$ cat src/hw/rtl/assert_macros.svh
// ----------------------------------------------------------------------------
// Assertion macros
// Shared concurrent assertion wrappers for the merge block.
// ----------------------------------------------------------------------------
`ifndef ASSERT_MACROS_SVH
`define ASSERT_MACROS_SVH

// Checked on every rising clock edge while reset is released.
`define KWM_ASSERT(name, prop) \
  name: assert property (@(posedge clk_i) disable iff (!rst_ni) (prop)) \
    else $error("merge block assertion failed");

// Checked on every rising clock edge, reset included.
`define KWM_ASSERT_ALWAYS(name, prop) \
  name: assert property (@(posedge clk_i) (prop)) \
    else $error("merge block assertion failed");

`endif

$ cat src/hw/rtl/kwm_pkg.sv
// ----------------------------------------------------------------------------
// kwm_pkg
// Command and status types shared by the merge controller and datapath.
// ----------------------------------------------------------------------------
`timescale 1ns / 1ps

package kwm_pkg;

  typedef struct packed {
    logic capture;
    logic load_wr;
    logic pos_init;
    logic root_rd;
    logic refill_wr;
    logic node_rd;
    logic node_sel;
    logic node_wr;
    logic climb;
    logic rpt_sel;
    logic out_load;
  } kwm_cmd_t;

  typedef struct packed {
    logic n_is_one;
    logic root_live;
    logic climb_empty;
    logic pos_is_one;
    logic out_free;
  } kwm_sts_t;

endpackage

$ cat src/hw/rtl/winner_tree_kway_merge.sv
// ----------------------------------------------------------------------------
// winner_tree_kway_merge
// Tournament winner tree that merges up to MAX_WAYS sorted runs.
// ----------------------------------------------------------------------------
//
// Channel   Direction  Contents
// s_axis    in         tuser: opcode, key_present; tdata: way, sort_key, record_tag
// m_axis    out        tuser: merge_done; tdata: winner_way, winner_key, winner_tag
// cfg       in         ways_in_use, written when cfg_we_i is high
//
// A load transaction writes one leaf. A build replays every internal node and a
// refill, if the winner's leaf is live, writes it and replays the nodes above it,
// one per tree level; each node costs a tree read, a leaf key read and a compare
// with write-back through the single match unit.
// The output register holds one result; a full output register stalls only the
// final report step. Reset clears the live flags, the output valid and sets
// the run count to MAX_WAYS.
// ----------------------------------------------------------------------------
`timescale 1ns / 1ps

module winner_tree_kway_merge
  import kwm_pkg::*;
#(
  parameter int unsigned MAX_WAYS = 16,
  parameter int unsigned KEY_BITS = 64,
  parameter int unsigned TAG_BITS = 32,
  localparam int unsigned WAY_W   = $clog2(MAX_WAYS),
  localparam int unsigned CNT_W   = $clog2(MAX_WAYS + 1),
  localparam int unsigned DATA_W  = ((WAY_W + KEY_BITS + TAG_BITS + 7) / 8) * 8
) (
  input  logic              clk_i,
  input  logic              rst_ni,
  input  logic              s_axis_tvalid,
  output logic              s_axis_tready,
  input  logic [DATA_W-1:0] s_axis_tdata,  // way, sort_key, record_tag, zero pad
  input  logic [2:0]        s_axis_tuser,  // opcode, key_present
  output logic              m_axis_tvalid,
  input  logic              m_axis_tready,
  output logic [DATA_W-1:0] m_axis_tdata,  // winner_way, winner_key, winner_tag, zero pad
  output logic              m_axis_tuser,  // merge_done
  input  logic              cfg_we_i,
  input  logic [CNT_W-1:0]  cfg_wdata_i
);

  kwm_cmd_t            cmd;
  kwm_sts_t            sts;
  logic [WAY_W-1:0]    out_way;
  logic [KEY_BITS-1:0] out_key;
  logic [TAG_BITS-1:0] out_tag;

  kwm_ctrl u_ctrl (
    .clk_i      (clk_i),
    .rst_ni     (rst_ni),
    .in_valid_i (s_axis_tvalid),
    .in_ready_o (s_axis_tready),
    .opcode_i   (s_axis_tuser[1:0]),
    .sts_i      (sts),
    .cmd_o      (cmd)
  );

  kwm_dpath #(
    .MAX_WAYS (MAX_WAYS),
    .KEY_BITS (KEY_BITS),
    .TAG_BITS (TAG_BITS)
  ) u_dpath (
    .clk_i        (clk_i),
    .rst_ni       (rst_ni),
    .cmd_i        (cmd),
    .sts_o        (sts),
    .cfg_we_i     (cfg_we_i),
    .cfg_wdata_i  (cfg_wdata_i),
    .in_way_i     (s_axis_tdata[WAY_W-1:0]),
    .in_key_i     (s_axis_tdata[WAY_W +: KEY_BITS]),
    .in_tag_i     (s_axis_tdata[WAY_W + KEY_BITS +: TAG_BITS]),
    .in_present_i (s_axis_tuser[2]),
    .out_ready_i  (m_axis_tready),
    .out_valid_o  (m_axis_tvalid),
    .out_way_o    (out_way),
    .out_key_o    (out_key),
    .out_tag_o    (out_tag),
    .out_done_o   (m_axis_tuser)
  );

  assign m_axis_tdata = DATA_W'({out_tag, out_key, out_way});

endmodule

$ cat src/hw/rtl/kwm_dpath.sv
// ----------------------------------------------------------------------------
// kwm_dpath
// Leaf and tree storage, match logic, position counter and output register.
// ----------------------------------------------------------------------------
`timescale 1ns / 1ps

module kwm_dpath
  import kwm_pkg::*;
#(
  parameter int unsigned MAX_WAYS = 16,
  parameter int unsigned KEY_BITS = 64,
  parameter int unsigned TAG_BITS = 32,
  localparam int unsigned WAY_W   = $clog2(MAX_WAYS),
  localparam int unsigned NODE_W  = $clog2(2 * MAX_WAYS),
  localparam int unsigned CNT_W   = $clog2(MAX_WAYS + 1)
) (
  input  logic                clk_i,
  input  logic                rst_ni,
  input  kwm_cmd_t            cmd_i,
  output kwm_sts_t            sts_o,
  input  logic                cfg_we_i,
  input  logic [CNT_W-1:0]    cfg_wdata_i,
  input  logic [WAY_W-1:0]    in_way_i,
  input  logic [KEY_BITS-1:0] in_key_i,
  input  logic [TAG_BITS-1:0] in_tag_i,
  input  logic                in_present_i,
  input  logic                out_ready_i,
  output logic                out_valid_o,
  output logic [WAY_W-1:0]    out_way_o,
  output logic [KEY_BITS-1:0] out_key_o,
  output logic [TAG_BITS-1:0] out_tag_o,
  output logic                out_done_o
);

  function automatic logic live_at(input logic [WAY_W-1:0]    w,
                                   input logic [CNT_W-1:0]    n,
                                   input logic [MAX_WAYS-1:0] live);
    return (NODE_W'(w) < NODE_W'(n)) && live[w];
  endfunction

  logic [KEY_BITS-1:0] key_mem [MAX_WAYS];
  logic [TAG_BITS-1:0] tag_mem [MAX_WAYS];
  logic [WAY_W-1:0]    tree_mem [MAX_WAYS];

  logic [CNT_W-1:0]    n_q, n_d;
  logic [MAX_WAYS-1:0] live_q, live_d;
  logic                out_valid_q, out_valid_d;
  logic [NODE_W-1:0]   pos_q, pos_d;

  logic [KEY_BITS-1:0] key_q;
  logic [TAG_BITS-1:0] tag_q;
  logic                present_q;
  logic [WAY_W-1:0]    w_q, l_q, r_q;
  logic [WAY_W-1:0]    tree_a_q, tree_b_q;
  logic [KEY_BITS-1:0] key_a_q, key_b_q;
  logic [TAG_BITS-1:0] tag_rd_q;
  logic [WAY_W-1:0]    out_way_q;
  logic [KEY_BITS-1:0] out_key_q;
  logic [TAG_BITS-1:0] out_tag_q;
  logic                out_done_q;

  logic [NODE_W-1:0]   n_node, two_p, two_p1, leaf_pos, climb_pos;
  logic [WAY_W-1:0]    root_w, l_val, r_val, win, tree_rd_a, leaf_rd_a, leaf_waddr;
  logic                root_live, load_ok, leaf_we, l_live, r_live, w_live;
  logic [KEY_BITS-1:0] leaf_wkey;
  logic [TAG_BITS-1:0] leaf_wtag;
  logic                leaf_wlive;

  assign n_node    = NODE_W'(n_q);
  assign root_w    = (n_q == CNT_W'(1)) ? '0 : tree_a_q;
  assign root_live = live_at(root_w, n_q, live_q);
  assign two_p     = {pos_q[NODE_W-2:0], 1'b0};
  assign two_p1    = {pos_q[NODE_W-2:0], 1'b1};
  assign tree_rd_a = cmd_i.root_rd ? WAY_W'(1) : two_p[WAY_W-1:0];
  assign leaf_pos  = NODE_W'(root_w) + n_node;
  assign climb_pos = leaf_pos >> 1;

  always_comb begin
    l_val = (two_p >= n_node) ? WAY_W'(two_p - n_node) : tree_a_q;
    r_val = (two_p1 >= n_node) ? WAY_W'(two_p1 - n_node) : tree_b_q;
  end

  assign leaf_rd_a = cmd_i.node_sel ? l_val : root_w;

  always_comb begin
    l_live = live_at(l_q, n_q, live_q);
    r_live = live_at(r_q, n_q, live_q);
    if (l_live && r_live) begin
      win = (key_a_q <= key_b_q) ? l_q : r_q;
    end else if (r_live) begin
      win = r_q;
    end else begin
      win = l_q;
    end
  end

  assign load_ok    = NODE_W'(in_way_i) < NODE_W'(MAX_WAYS);
  assign leaf_we    = (cmd_i.load_wr && load_ok) || (cmd_i.refill_wr && root_live);
  assign leaf_waddr = cmd_i.load_wr ? in_way_i : root_w;
  assign leaf_wkey  = cmd_i.load_wr ? in_key_i : key_q;
  assign leaf_wtag  = cmd_i.load_wr ? in_tag_i : tag_q;
  assign leaf_wlive = cmd_i.load_wr ? in_present_i : present_q;
  assign w_live     = live_at(w_q, n_q, live_q);

  always_comb begin
    n_d = n_q;
    if (cfg_we_i) begin
      if (cfg_wdata_i == '0) begin
        n_d = CNT_W'(1);
      end else if (cfg_wdata_i > CNT_W'(MAX_WAYS)) begin
        n_d = CNT_W'(MAX_WAYS);
      end else begin
        n_d = cfg_wdata_i;
      end
    end
  end

  always_comb begin
    live_d = live_q;
    if (leaf_we) begin
      live_d[leaf_waddr] = leaf_wlive;
    end
  end

  always_comb begin
    pos_d = pos_q;
    if (cmd_i.pos_init) begin
      pos_d = n_node - NODE_W'(1);
    end else if (cmd_i.refill_wr) begin
      pos_d = climb_pos;
    end else if (cmd_i.node_wr) begin
      pos_d = cmd_i.climb ? (pos_q >> 1) : (pos_q - NODE_W'(1));
    end
  end

  assign sts_o.out_free = !out_valid_q || out_ready_i;

  always_comb begin
    out_valid_d = out_valid_q;
    if (cmd_i.out_load) begin
      out_valid_d = 1'b1;
    end else if (out_ready_i) begin
      out_valid_d = 1'b0;
    end
  end

  assign sts_o.n_is_one    = (n_q == CNT_W'(1));
  assign sts_o.root_live   = root_live;
  assign sts_o.climb_empty = (climb_pos == '0);
  assign sts_o.pos_is_one  = (pos_q == NODE_W'(1));

  always_ff @(posedge clk_i or negedge rst_ni) begin
    if (!rst_ni) begin
      n_q         <= CNT_W'(MAX_WAYS);
      live_q      <= '0;
      out_valid_q <= 1'b0;
    end else begin
      n_q         <= n_d;
      live_q      <= live_d;
      out_valid_q <= out_valid_d;
    end
  end

  always_ff @(posedge clk_i) begin
    if (leaf_we) begin
      key_mem[leaf_waddr] <= leaf_wkey;
      tag_mem[leaf_waddr] <= leaf_wtag;
    end
    if (cmd_i.node_wr) begin
      tree_mem[pos_q[WAY_W-1:0]] <= win;
    end
    if (cmd_i.root_rd || cmd_i.node_rd) begin
      tree_a_q <= tree_mem[tree_rd_a];
    end
    if (cmd_i.node_rd) begin
      tree_b_q <= tree_mem[two_p1[WAY_W-1:0]];
    end
    if (cmd_i.node_sel || cmd_i.rpt_sel) begin
      key_a_q <= key_mem[leaf_rd_a];
    end
    if (cmd_i.node_sel) begin
      key_b_q <= key_mem[r_val];
    end
    if (cmd_i.rpt_sel) begin
      tag_rd_q <= tag_mem[root_w];
    end
  end

  always_ff @(posedge clk_i) begin
    pos_q <= pos_d;
    if (cmd_i.capture) begin
      key_q     <= in_key_i;
      tag_q     <= in_tag_i;
      present_q <= in_present_i;
    end
    if (cmd_i.node_sel) begin
      l_q <= l_val;
      r_q <= r_val;
    end
    if (cmd_i.rpt_sel) begin
      w_q <= root_w;
    end
    if (cmd_i.out_load) begin
      if (w_live) begin
        out_way_q  <= w_q;
        out_key_q  <= key_a_q;
        out_tag_q  <= tag_rd_q;
        out_done_q <= 1'b0;
      end else begin
        out_way_q  <= '0;
        out_key_q  <= '0;
        out_tag_q  <= '0;
        out_done_q <= 1'b1;
      end
    end
  end

  assign out_valid_o = out_valid_q;
  assign out_way_o   = out_way_q;
  assign out_key_o   = out_key_q;
  assign out_tag_o   = out_tag_q;
  assign out_done_o  = out_done_q;

endmodule

$ cat src/hw/rtl/kwm_ctrl.sv
// ----------------------------------------------------------------------------
// kwm_ctrl
// Sequencer for load, build and refill transactions of the merge block.
// ----------------------------------------------------------------------------
`timescale 1ns / 1ps
`include "assert_macros.svh"

module kwm_ctrl
  import kwm_pkg::*;
(
  input  logic       clk_i,
  input  logic       rst_ni,
  input  logic       in_valid_i,
  output logic       in_ready_o,
  input  logic [1:0] opcode_i,
  input  kwm_sts_t   sts_i,
  output kwm_cmd_t   cmd_o
);

  localparam logic [1:0] OP_LOAD   = 2'd0;
  localparam logic [1:0] OP_BUILD  = 2'd1;
  localparam logic [1:0] OP_REFILL = 2'd2;

  typedef enum logic [8:0] {
    S_IDLE   = 9'b000000001,
    S_ROOT_T = 9'b000000010,
    S_ROOT_W = 9'b000000100,
    S_NODE_A = 9'b000001000,
    S_NODE_B = 9'b000010000,
    S_NODE_C = 9'b000100000,
    S_RPT_T  = 9'b001000000,
    S_RPT_W  = 9'b010000000,
    S_RPT_O  = 9'b100000000
  } kwm_state_e;

  kwm_state_e state_q, state_d;
  logic       mode_q, mode_d;
  logic       accept;

  assign in_ready_o = (state_q == S_IDLE);
  assign accept     = in_valid_i && in_ready_o;

  always_comb begin
    state_d = state_q;
    mode_d  = mode_q;
    cmd_o   = '0;
    unique case (state_q)
      S_IDLE: begin
        if (accept) begin
          cmd_o.capture = 1'b1;
          unique case (opcode_i)
            OP_LOAD: begin
              cmd_o.load_wr = 1'b1;
            end
            OP_BUILD: begin
              mode_d = 1'b0;
              if (sts_i.n_is_one) begin
                state_d = S_RPT_T;
              end else begin
                cmd_o.pos_init = 1'b1;
                state_d        = S_NODE_A;
              end
            end
            OP_REFILL: begin
              mode_d  = 1'b1;
              state_d = S_ROOT_T;
            end
            default: begin
            end
          endcase
        end
      end
      S_ROOT_T: begin
        cmd_o.root_rd = 1'b1;
        state_d       = S_ROOT_W;
      end
      S_ROOT_W: begin
        cmd_o.refill_wr = 1'b1;
        if (sts_i.root_live && !sts_i.climb_empty) begin
          state_d = S_NODE_A;
        end else begin
          state_d = S_RPT_T;
        end
      end
      S_NODE_A: begin
        cmd_o.node_rd = 1'b1;
        state_d       = S_NODE_B;
      end
      S_NODE_B: begin
        cmd_o.node_sel = 1'b1;
        state_d        = S_NODE_C;
      end
      S_NODE_C: begin
        cmd_o.node_wr = 1'b1;
        cmd_o.climb   = mode_q;
        state_d       = sts_i.pos_is_one ? S_RPT_T : S_NODE_A;
      end
      S_RPT_T: begin
        cmd_o.root_rd = 1'b1;
        state_d       = S_RPT_W;
      end
      S_RPT_W: begin
        cmd_o.rpt_sel = 1'b1;
        state_d       = S_RPT_O;
      end
      S_RPT_O: begin
        if (sts_i.out_free) begin
          cmd_o.out_load = 1'b1;
          state_d        = S_IDLE;
        end
      end
      default: begin
        state_d = S_IDLE;
      end
    endcase
  end

  always_ff @(posedge clk_i or negedge rst_ni) begin
    if (!rst_ni) begin
      state_q <= S_IDLE;
      mode_q  <= 1'b0;
    end else begin
      state_q <= state_d;
      mode_q  <= mode_d;
    end
  end

  `KWM_ASSERT(a_state_onehot, $onehot(state_q))
  `KWM_ASSERT(a_out_load_free, cmd_o.out_load |-> sts_i.out_free)
  `KWM_ASSERT(a_build_leaves_idle,
              (accept && opcode_i == OP_BUILD) |=> (state_q != S_IDLE))
  `KWM_ASSERT(a_refill_reads_root,
              (accept && opcode_i == OP_REFILL) |=> (state_q == S_ROOT_T))

endmodule

$ cat config.mk
export PLATFORM = sky130hd
export DESIGN_NAME = winner_tree_kway_merge
export DESIGN_NICKNAME = d
export VERILOG_FILES = /design/src/hw/rtl/kwm_pkg.sv /design/src/hw/rtl/winner_tree_kway_merge.sv /design/src/hw/rtl/kwm_dpath.sv /design/src/hw/rtl/kwm_ctrl.sv
export VERILOG_INCLUDE_DIRS = /design/src /design/src/hw/rtl
export SDC_FILE = /design/constraint.sdc
export NUM_CORES = 2
export LEC_CHECK = 0
export ABC_CLOCK_PERIOD_IN_PS = 8800
export BUFFER_PORTS_ARGS = -buffer_cell sky130_fd_sc_hd__buf_2
export CORE_ASPECT_RATIO = 0.8
export CORE_MARGIN = 1
export CORE_UTILIZATION = 35
export DETAILED_ROUTE_END_ITERATION = 6
export GPL_TIMING_DRIVEN = 0
export SLEW_MARGIN = 20
export SYNTH_ARGS = -nofsm -noshare
export SYNTH_HDL_FRONTEND = slang
export SYNTH_SLANG_ARGS = --single-unit
$ cat constraint.sdc
create_clock -name clk_i -period 8.8 [get_ports clk_i]
set_clock_uncertainty 0.15 [all_clocks]
set_input_delay 0.88 -clock clk_i [delete_from_list [all_inputs] [get_ports clk_i]]
set_output_delay 0.88 -clock clk_i [all_outputs]
set_load 0.005 [all_outputs]
Word level (Yosys, flattened, before mapping)
Memory sizes are Yosys's and may differ from the RTL's. A register that Yosys moved wholly into a read port is not among the register bits.
Index checks and enable logic that the tools add are counted.
Word-level totals
  word-level logic and storage cells: 135
  output and inout bits: 107
  bits in registers: 247
  RAM bits: 1600
  memories kept: 3
  bits of input ports: 117
Operators by class
  add/sub/neg operators: 5
  mux-type cells: 57
  order comparisons: 14
  reduce and logical (&&, ||, !) cells: 24
  equal/unequal tests: 16
Memories
  u_dpath.key_mem: words 16, width 64, read ports 2, clocked after memory_dff 2, write ports 1, line kwm_dpath.sv:41  | logic [KEY_BITS-1:0] key_mem [MAX_WAYS];
  u_dpath.tag_mem: words 16, width 32, read ports 1, clocked after memory_dff 1, write ports 1, line kwm_dpath.sv:42  | logic [TAG_BITS-1:0] tag_mem [MAX_WAYS];
  u_dpath.tree_mem: words 16, width 4, read ports 2, clocked after memory_dff 2, write ports 1, line kwm_dpath.sv:43  | logic [WAY_W-1:0] tree_mem [MAX_WAYS];
Operators with widths (count)
  9-bit case mux with 9 select lines: 1
  64-bit less-or-equal comparator: 1
  64-bit 2-to-1 mux: 1
  4-bit 2-to-1 mux: 9
  32-bit 2-to-1 mux: 1
  5-bit 2-to-1 mux: 6
  4-bit by 5-bit < comparator with 1-bit output (second input constant): 5
  1-bit 2-to-1 mux: 23
  7-bit 2-to-1 mux: 3
  4-bit by 5-bit < comparator with 1-bit output: 4
  9-bit 2-to-1 mux: 2
  9-bit case mux with 2 select lines: 1
  1-bit binary-select mux with 4-bit select: 4
  16-bit bitwise mux: 1
  5-bit by 1-bit == test with 1-bit output (second input constant): 2
  5-bit >= comparator: 2
  5-bit logical NOT: 2
  5-bit by 1-bit subtractor with 5-bit output (second input constant): 2
  9-bit by 1-bit == test with 1-bit output (second input constant): 1
  9-bit by 2-bit == test with 1-bit output (second input constant): 1
  9-bit by 3-bit == test with 1-bit output (second input constant): 1
  9-bit by 4-bit == test with 1-bit output (second input constant): 1
  9-bit by 5-bit == test with 1-bit output (second input constant): 1
  9-bit by 6-bit == test with 1-bit output (second input constant): 1
  other kinds (23): 40

Logic depth before layout (Yosys ltp)
  word-level depth: 11
  gate-level depth with buffers: 17
  mapped depth without buffers: 13

Modules after synthesis
Synthesis repeated with hierarchy kept, for this count alone.
Unflattened totals
  cell total of the unflattened synthesis: 7491
  area, all modules: 89711.0 um^2
Modules (own cells, without submodules)
  kwm_dpath: area each 88945.3 um^2, seq. area each 60098.9 um^2, instances 1, cells each 7403
  kwm_ctrl: area each 732.0 um^2, seq. area each 251.5 um^2, instances 1, cells each 83
  winner_tree_kway_merge: area each 33.8 um^2, seq. area each 0.0 um^2, instances 1, cells each 5

Worst setup path before layout
OpenSTA, ideal clock, no wires.
  path kind: reg2reg
  start point: register u_dpath.n_q[1] (netlist: u_dpath.n_node[1])
  end point: memory u_dpath.key_mem[3][0] (enable)
  period minus slack after synthesis: 7996 ps
  cell stages (with the launch flop): 18
  path buffers: 5
  path slack: 804 ps
  arrival: 7294 ps
  setup time: 552 ps
  cell sequence: dfrtp_1 > inv_1 > ha_1 > or4b_1 > clkbuf_1 > buf_2 > nand2_2 > inv_2 > clkbuf_1 > clkbuf_1 > ha_1 > a21oi_1 > o41ai_1 > nand2_1 > a41o_2 > buf_4 > nand2_1 > nor2_1
On the way
  longest elaborated chain between the ends: 9
RTL lines
  start: declaration: line kwm_dpath.sv:45  | logic [CNT_W-1:0] n_q, n_d;
  start signal: assignment: line kwm_dpath.sv:154  | n_q <= CNT_W'(MAX_WAYS);
  start signal: assignment: line kwm_dpath.sv:158  | n_q <= n_d;
  5-bit by 1-bit == test with 1-bit output (*): line kwm_dpath.sv:70  | assign root_w = (n_q == CNT_W'(1)) ? '0 : tree_a_q;
  4-bit 2-to-1 mux (*): line kwm_dpath.sv:70
  via u_dpath.root_w[3]: line kwm_dpath.sv:63  | logic [WAY_W-1:0] root_w, l_val, r_val, win, tree_rd_a, leaf_rd_a, leaf_waddr;
  1-bit binary-select mux with 4-bit select: line kwm_dpath.sv:38  | return (NODE_W'(w) < NODE_W'(n)) && live[w];
  1-bit 2-to-1 mux (not written as such): line kwm_dpath.sv:38
  1-bit logical AND: line kwm_dpath.sv:38
  1-bit logical AND: line kwm_dpath.sv:98  | assign leaf_we = (cmd_i.load_wr && load_ok) || (cmd_i.refill_wr && root_live);
  1-bit logical OR: line kwm_dpath.sv:98
  1-bit 2-to-1 mux: line kwm_dpath.sv:165  | if (leaf_we) begin
  1-bit 2-to-1 mux (not written as such): line kwm_dpath.sv:166  | key_mem[leaf_waddr] <= leaf_wkey;
  end: declaration: line kwm_dpath.sv:41
The timed path passes the listed nets; every way through them passes the cells marked *. The select of a mux whose other input is x is not followed.

Worst setup path after layout
  start point: register u_dpath.pos_q[0]
  end point: register u_dpath.key_b_q[14], read port of u_dpath.key_mem, data pin
On the way
  longest elaborated chain between the ends: 2
RTL lines
  start: declaration: line kwm_dpath.sv:48  | logic [NODE_W-1:0] pos_q, pos_d;
  start signal: assignment: line kwm_dpath.sv:190  | pos_q <= pos_d;
  4-bit subtractor or 5-bit >= comparator (tied branches): line kwm_dpath.sv:80  | r_val = (two_p1 >= n_node) ? WAY_W'(two_p1 - n_node) : tree_b_q;
  4-bit 2-to-1 mux (*): line kwm_dpath.sv:80
  end: declaration: line kwm_dpath.sv:55  | logic [KEY_BITS-1:0] key_a_q, key_b_q;
Mark *: on every way between the ends. The rest lies on a longest branch, timed or not.
A chain may end at the register's enable or synchronous reset.

==> flow_summary_export.csv <==
group,metric,value,unit
clock_tree,cts-root-buf,"clkbuf_16",
place,place_inst,10600,
pwr,power_density,260,nW/um^2
layout,fin_util,41.1,%
place,dp_slack,1.72,ns
pwr,peakVddDrop,0.234,mV
detailed_routing,drtIter0Drc,10200,
timing,holdWs,0.0397,ns
place,gp_congestion,0.947,
detailed_routing,via_per_inst,6.07,
clock_tree,clock_sinks,2015,
yosys,synth.distinct_cells,82,
timing,finalCriticalPeriod,7.40,ns
pwr,swShare,33.8,%
timing,finalMaxSlewViolations,0,
yosys,synth_edf_count,1983,
yosys,ys.flop_type,"edfxtp_1",
min_path,hp-start,"s_axis_tdata[4]",
critical_path,criticalPathCategory,"reg -> reg",
critical_path,cp.required,9.26,ns
critical_path,rr_startpoint,"u_dpath.pos_q[0]$_DFFE_PP_",
layout,seqCellArea,60400,um^2
global_route,grt_pass1_wl,478000,um
critical_path,end_kind,"flip-flop",
floorplan,rows,168,
yosys,yosys_warnings,0,
yosys,syn_inst,6792,
clock_tree,cts_tree,"done",
critical_path,path_cells,"clkbuf_1 -> clkbuf_1 -> inv_1 -> ha_1 -> inv_1 -> fa_1 -> nor3_1 -> a2111oi_4 -> a21oi_1 -> inv_2 -> buf_2 -> buf_2 -> buf_1 -> nand2_1 -> nand3_1 -> a31oi_1 -> a21oi_1",
timing,setup_viol,0,
detailed_routing,firstDrtPassIters,7,
detailed_routing,num_vias,67100,
detailed_routing,drc_errors,1,
layout,final_cells,11100,
min_path,min_path_cells,1,
detailed_routing,drt_wl_total,344000,um
place,place_area,100000,um^2
timing,fin_tns_setup,0,ns
min_path,hold_path.class,"in -> reg",
floorplan,coreArea,262000,um^2
timing,max_freq,0.135,GHz
yosys,synth_top_cell_by_area,"edfxtp_1",
floorplan,start_util,35.2,%
global_route,grt-ovfl-total,0,
layout,multi_input_area,28300,um^2
detailed_routing,ant_nets,0,
layout,final_cell_mix,"edfxtp_1, nand2_1, o211ai_1, clkbuf_1, inv_1",
floorplan,die_h,462,um
place,dp_hpwl,239000,um
yosys,synth.ff_latch_count,2015,
clock_tree,clk_path_buf_depth,3,
critical_path,cp.arrival,7.86,ns
yosys,syn_area,92400,um^2
critical_path,worstPathMaxFanout,10,
status,outcome,"finished with violations",
critical_path,critPathBufInv,8,
critical_path,r2r_end,"u_dpath.key_b_q[14]$_DFFE_PN_",
floorplan,die_w,577,um
pwr,finalPower,28.0,mW
pwr,pwr-share-seq,41.7,%
critical_path,critPathLaunchType,"flip-flop",
yosys,async_reset_ff_share,1.59,%
clock_tree,cts_buffers,214,
yosys,synth_area_leaders,"edfxtp_1, mux2_2, o211ai_1",
status,violations,"DRC",
timing,setup_ws,1.40,ns
critical_path,slowest_delay,1.08,ns
pwr,internal_power,18.5,mW
critical_path,slowest_stage,"a2111oi_4",
yosys,syn_avg_cell_area,13.6,um^2
job,drv_cap,0,
pwr,power.leakage,36.4,nW
global_route,antenna_found_initial,45,
floorplan,die_area,266000,um^2
yosys,yosysSeqAreaShare,65.3,%
layout,syn_to_final_growth,16.6,%
clock_tree,cts_setup_buffers,0,
layout,num-nets-final,7584,
timing,min_period_over_period,84.0,%
clock_tree,clock_latency,0.90,ns
pwr,p_sw,9.48,mW
layout,fillCellCount,24100,
place,io_buffers,214,
layout,mostFrequentLayoutCell,"edfxtp_1",
pwr,pwr-share-comb,26.1,%
global_route,grt_max_degree,41,
min_path,holdPathEnd,"u_dpath.key_q[0]$_DFFE_PP_",
clock_tree,clkSlewWorstSetupHoldPaths,0.07,ns
timing,relSlewSlack,12.9,%
critical_path,r2r_setup_slack,1.40,ns
layout,drive_gt1_share,16.6,%
timing,grt_setup_unrepaired,"false",
detailed_routing,avgRoutedWirePerCell,31.1,um
layout,finalInstanceArea,108000,um^2
critical_path,rr_worst_depth,17,
critical_path,cp_top_family,"buffers and inverters",
global_route,first_global_vias,64700,
clock_tree,cts_max_level,4,
timing,hold_violations,0,
global_route,grt_usage,25.0,%
pwr,pwr-share-clk,32.1,%
floorplan,io-pin-count,224,
timing,worst_pin_slew,1.30,ns
yosys,synth_top_area_share,64.4,%
## worst register-to-register path, stage by stage, from the launching register on
cell	delay [ns]
edfxtp_1	0.50
clkbuf_1	0.69
clkbuf_1	0.69
inv_1	0.27
ha_1	0.26
inv_1	0.06
fa_1	0.20
nor3_1	0.11
a2111oi_4	1.08
a21oi_1	0.31
inv_2	0.14
buf_2	0.40
buf_2	0.61
buf_1	0.78
nand2_1	0.13
nand3_1	0.13
a31oi_1	0.17
a21oi_1	0.49
## state kept, by name, indices dropped and copies added, names as in the netlist, 4 cells and up
register and flops:
u_ctrl.state_q 9, u_dpath.key_a_q 64, u_dpath.key_b_q 64, u_dpath.key_mem 1024, u_dpath.key_q 64, u_dpath.l_q 4, u_dpath.live_q 16, u_dpath.n_node 5
u_dpath.out_key_o 64, u_dpath.out_tag_o 32, u_dpath.out_way_o 4, u_dpath.pos_q 5, u_dpath.r_q 4, u_dpath.tag_mem 512, u_dpath.tag_q 32, u_dpath.tag_rd_q 32
u_dpath.tree_a_q 4, u_dpath.tree_b_q 4, u_dpath.tree_mem 64, u_dpath.w_q 4
## cell usage after synthesis, types with 7 or more instances
master / n
o21ai_0: 34
nor2_1: 58
ha_1: 94
nand4_1: 15
edfxtp_1: 1983
nor2b_1: 7
nand3_1: 178
a21o_1: 20
a2bb2oi_1: 8
a31oi_1: 89
buf_1: 38
nor4_1: 7
buf_6: 17
dfrtp_1: 30
a32oi_1: 15
a21oi_1: 148
a211oi_1: 264
mux2_1: 10
a311oi_1: 229
o2111ai_1: 64
xnor2_1: 12
mux4_2: 61
buf_4: 11
o311ai_0: 191
nor3_1: 22
clkbuf_1: 386
inv_1: 410
mux2i_1: 309
o211ai_1: 513
nand2_1: 850
buf_2: 117
and3_1: 9
and2_1: 143
mux2_2: 353
## final cells by class
class,count,area share (%)
antenna,22,0.0511
buffer,569,2.30
clock buffer,266,5.17
clock inverter,125,1.19
inverter,418,1.46
multi-input combinational,3793,26.2
sequential,2015,56.0
tap,3485,4.05
timing repair buffer,360,3.55
## power by group through the flow
stage,clock (mW),sequential [mW],combinational [mW]
finish,9.00,11.7,7.33
global route,9.37,11.7,7.52
CTS,9.05,11.7,7.03
detailed placement,0,11.9,6.98
global placement,0,11.9,6.74
floorplan,0,11.8,3.89
## worst max path at each step
stage / from / endpoint / slack, ns / depth (start not counted)
2_1_floorplan: u_dpath.n_node[1]$_DFFE_PN0P_ / u_dpath.key_mem[3][0]$_DFFE_PP_ / 0.80 / 17
5_1_grt: u_dpath.pos_q[0]$_DFFE_PP_ / u_dpath.key_b_q[14]$_DFFE_PN_ / 1.30 / 17
6_report: u_dpath.pos_q[0]$_DFFE_PP_ / u_dpath.key_b_q[14]$_DFFE_PN_ / 1.40 / 17
4_1_cts: u_dpath.pos_q[0]$_DFFE_PP_ / u_dpath.key_b_q[14]$_DFFE_PN_ / 1.72 / 17
3_3_place_gp: u_dpath.n_node[1]$_DFFE_PN0P_ / u_dpath.key_mem[15][36]$_DFFE_PP_ / -6.06 / 17
3_5_place_dp: u_dpath.pos_q[0]$_DFFE_PP_ / u_dpath.key_b_q[14]$_DFFE_PN_ / 1.72 / 17
## logic make-up after synthesis
kind of cell	synth area share [%]
DFF	65.3
AOI/OAI and AO/OA	13.3
and+or+nand+nor	6.32
buffers and inverters	4.35
muxes	9.27
adders and majority gates	1.33
xor gates and xnor gates	0.133
other	0.00406
## repair_timing
action | in CTS | in global routing
resized for setup | 0 | 0
endpoints found under the hold margin | 76 | 0
hold buffers | 47 | 0
## per-layer routing
layer	GRT usage [%]	wire length (um)	vias to the layer above
met5	0	206	-
met4	11.7	17000	34
met3	7.92	44500	893
met2	35.5	141000	4814
met1	34.7	141000	33500
li1	-	-	27800
No activity file was read; power rests on OpenSTA's default activity.
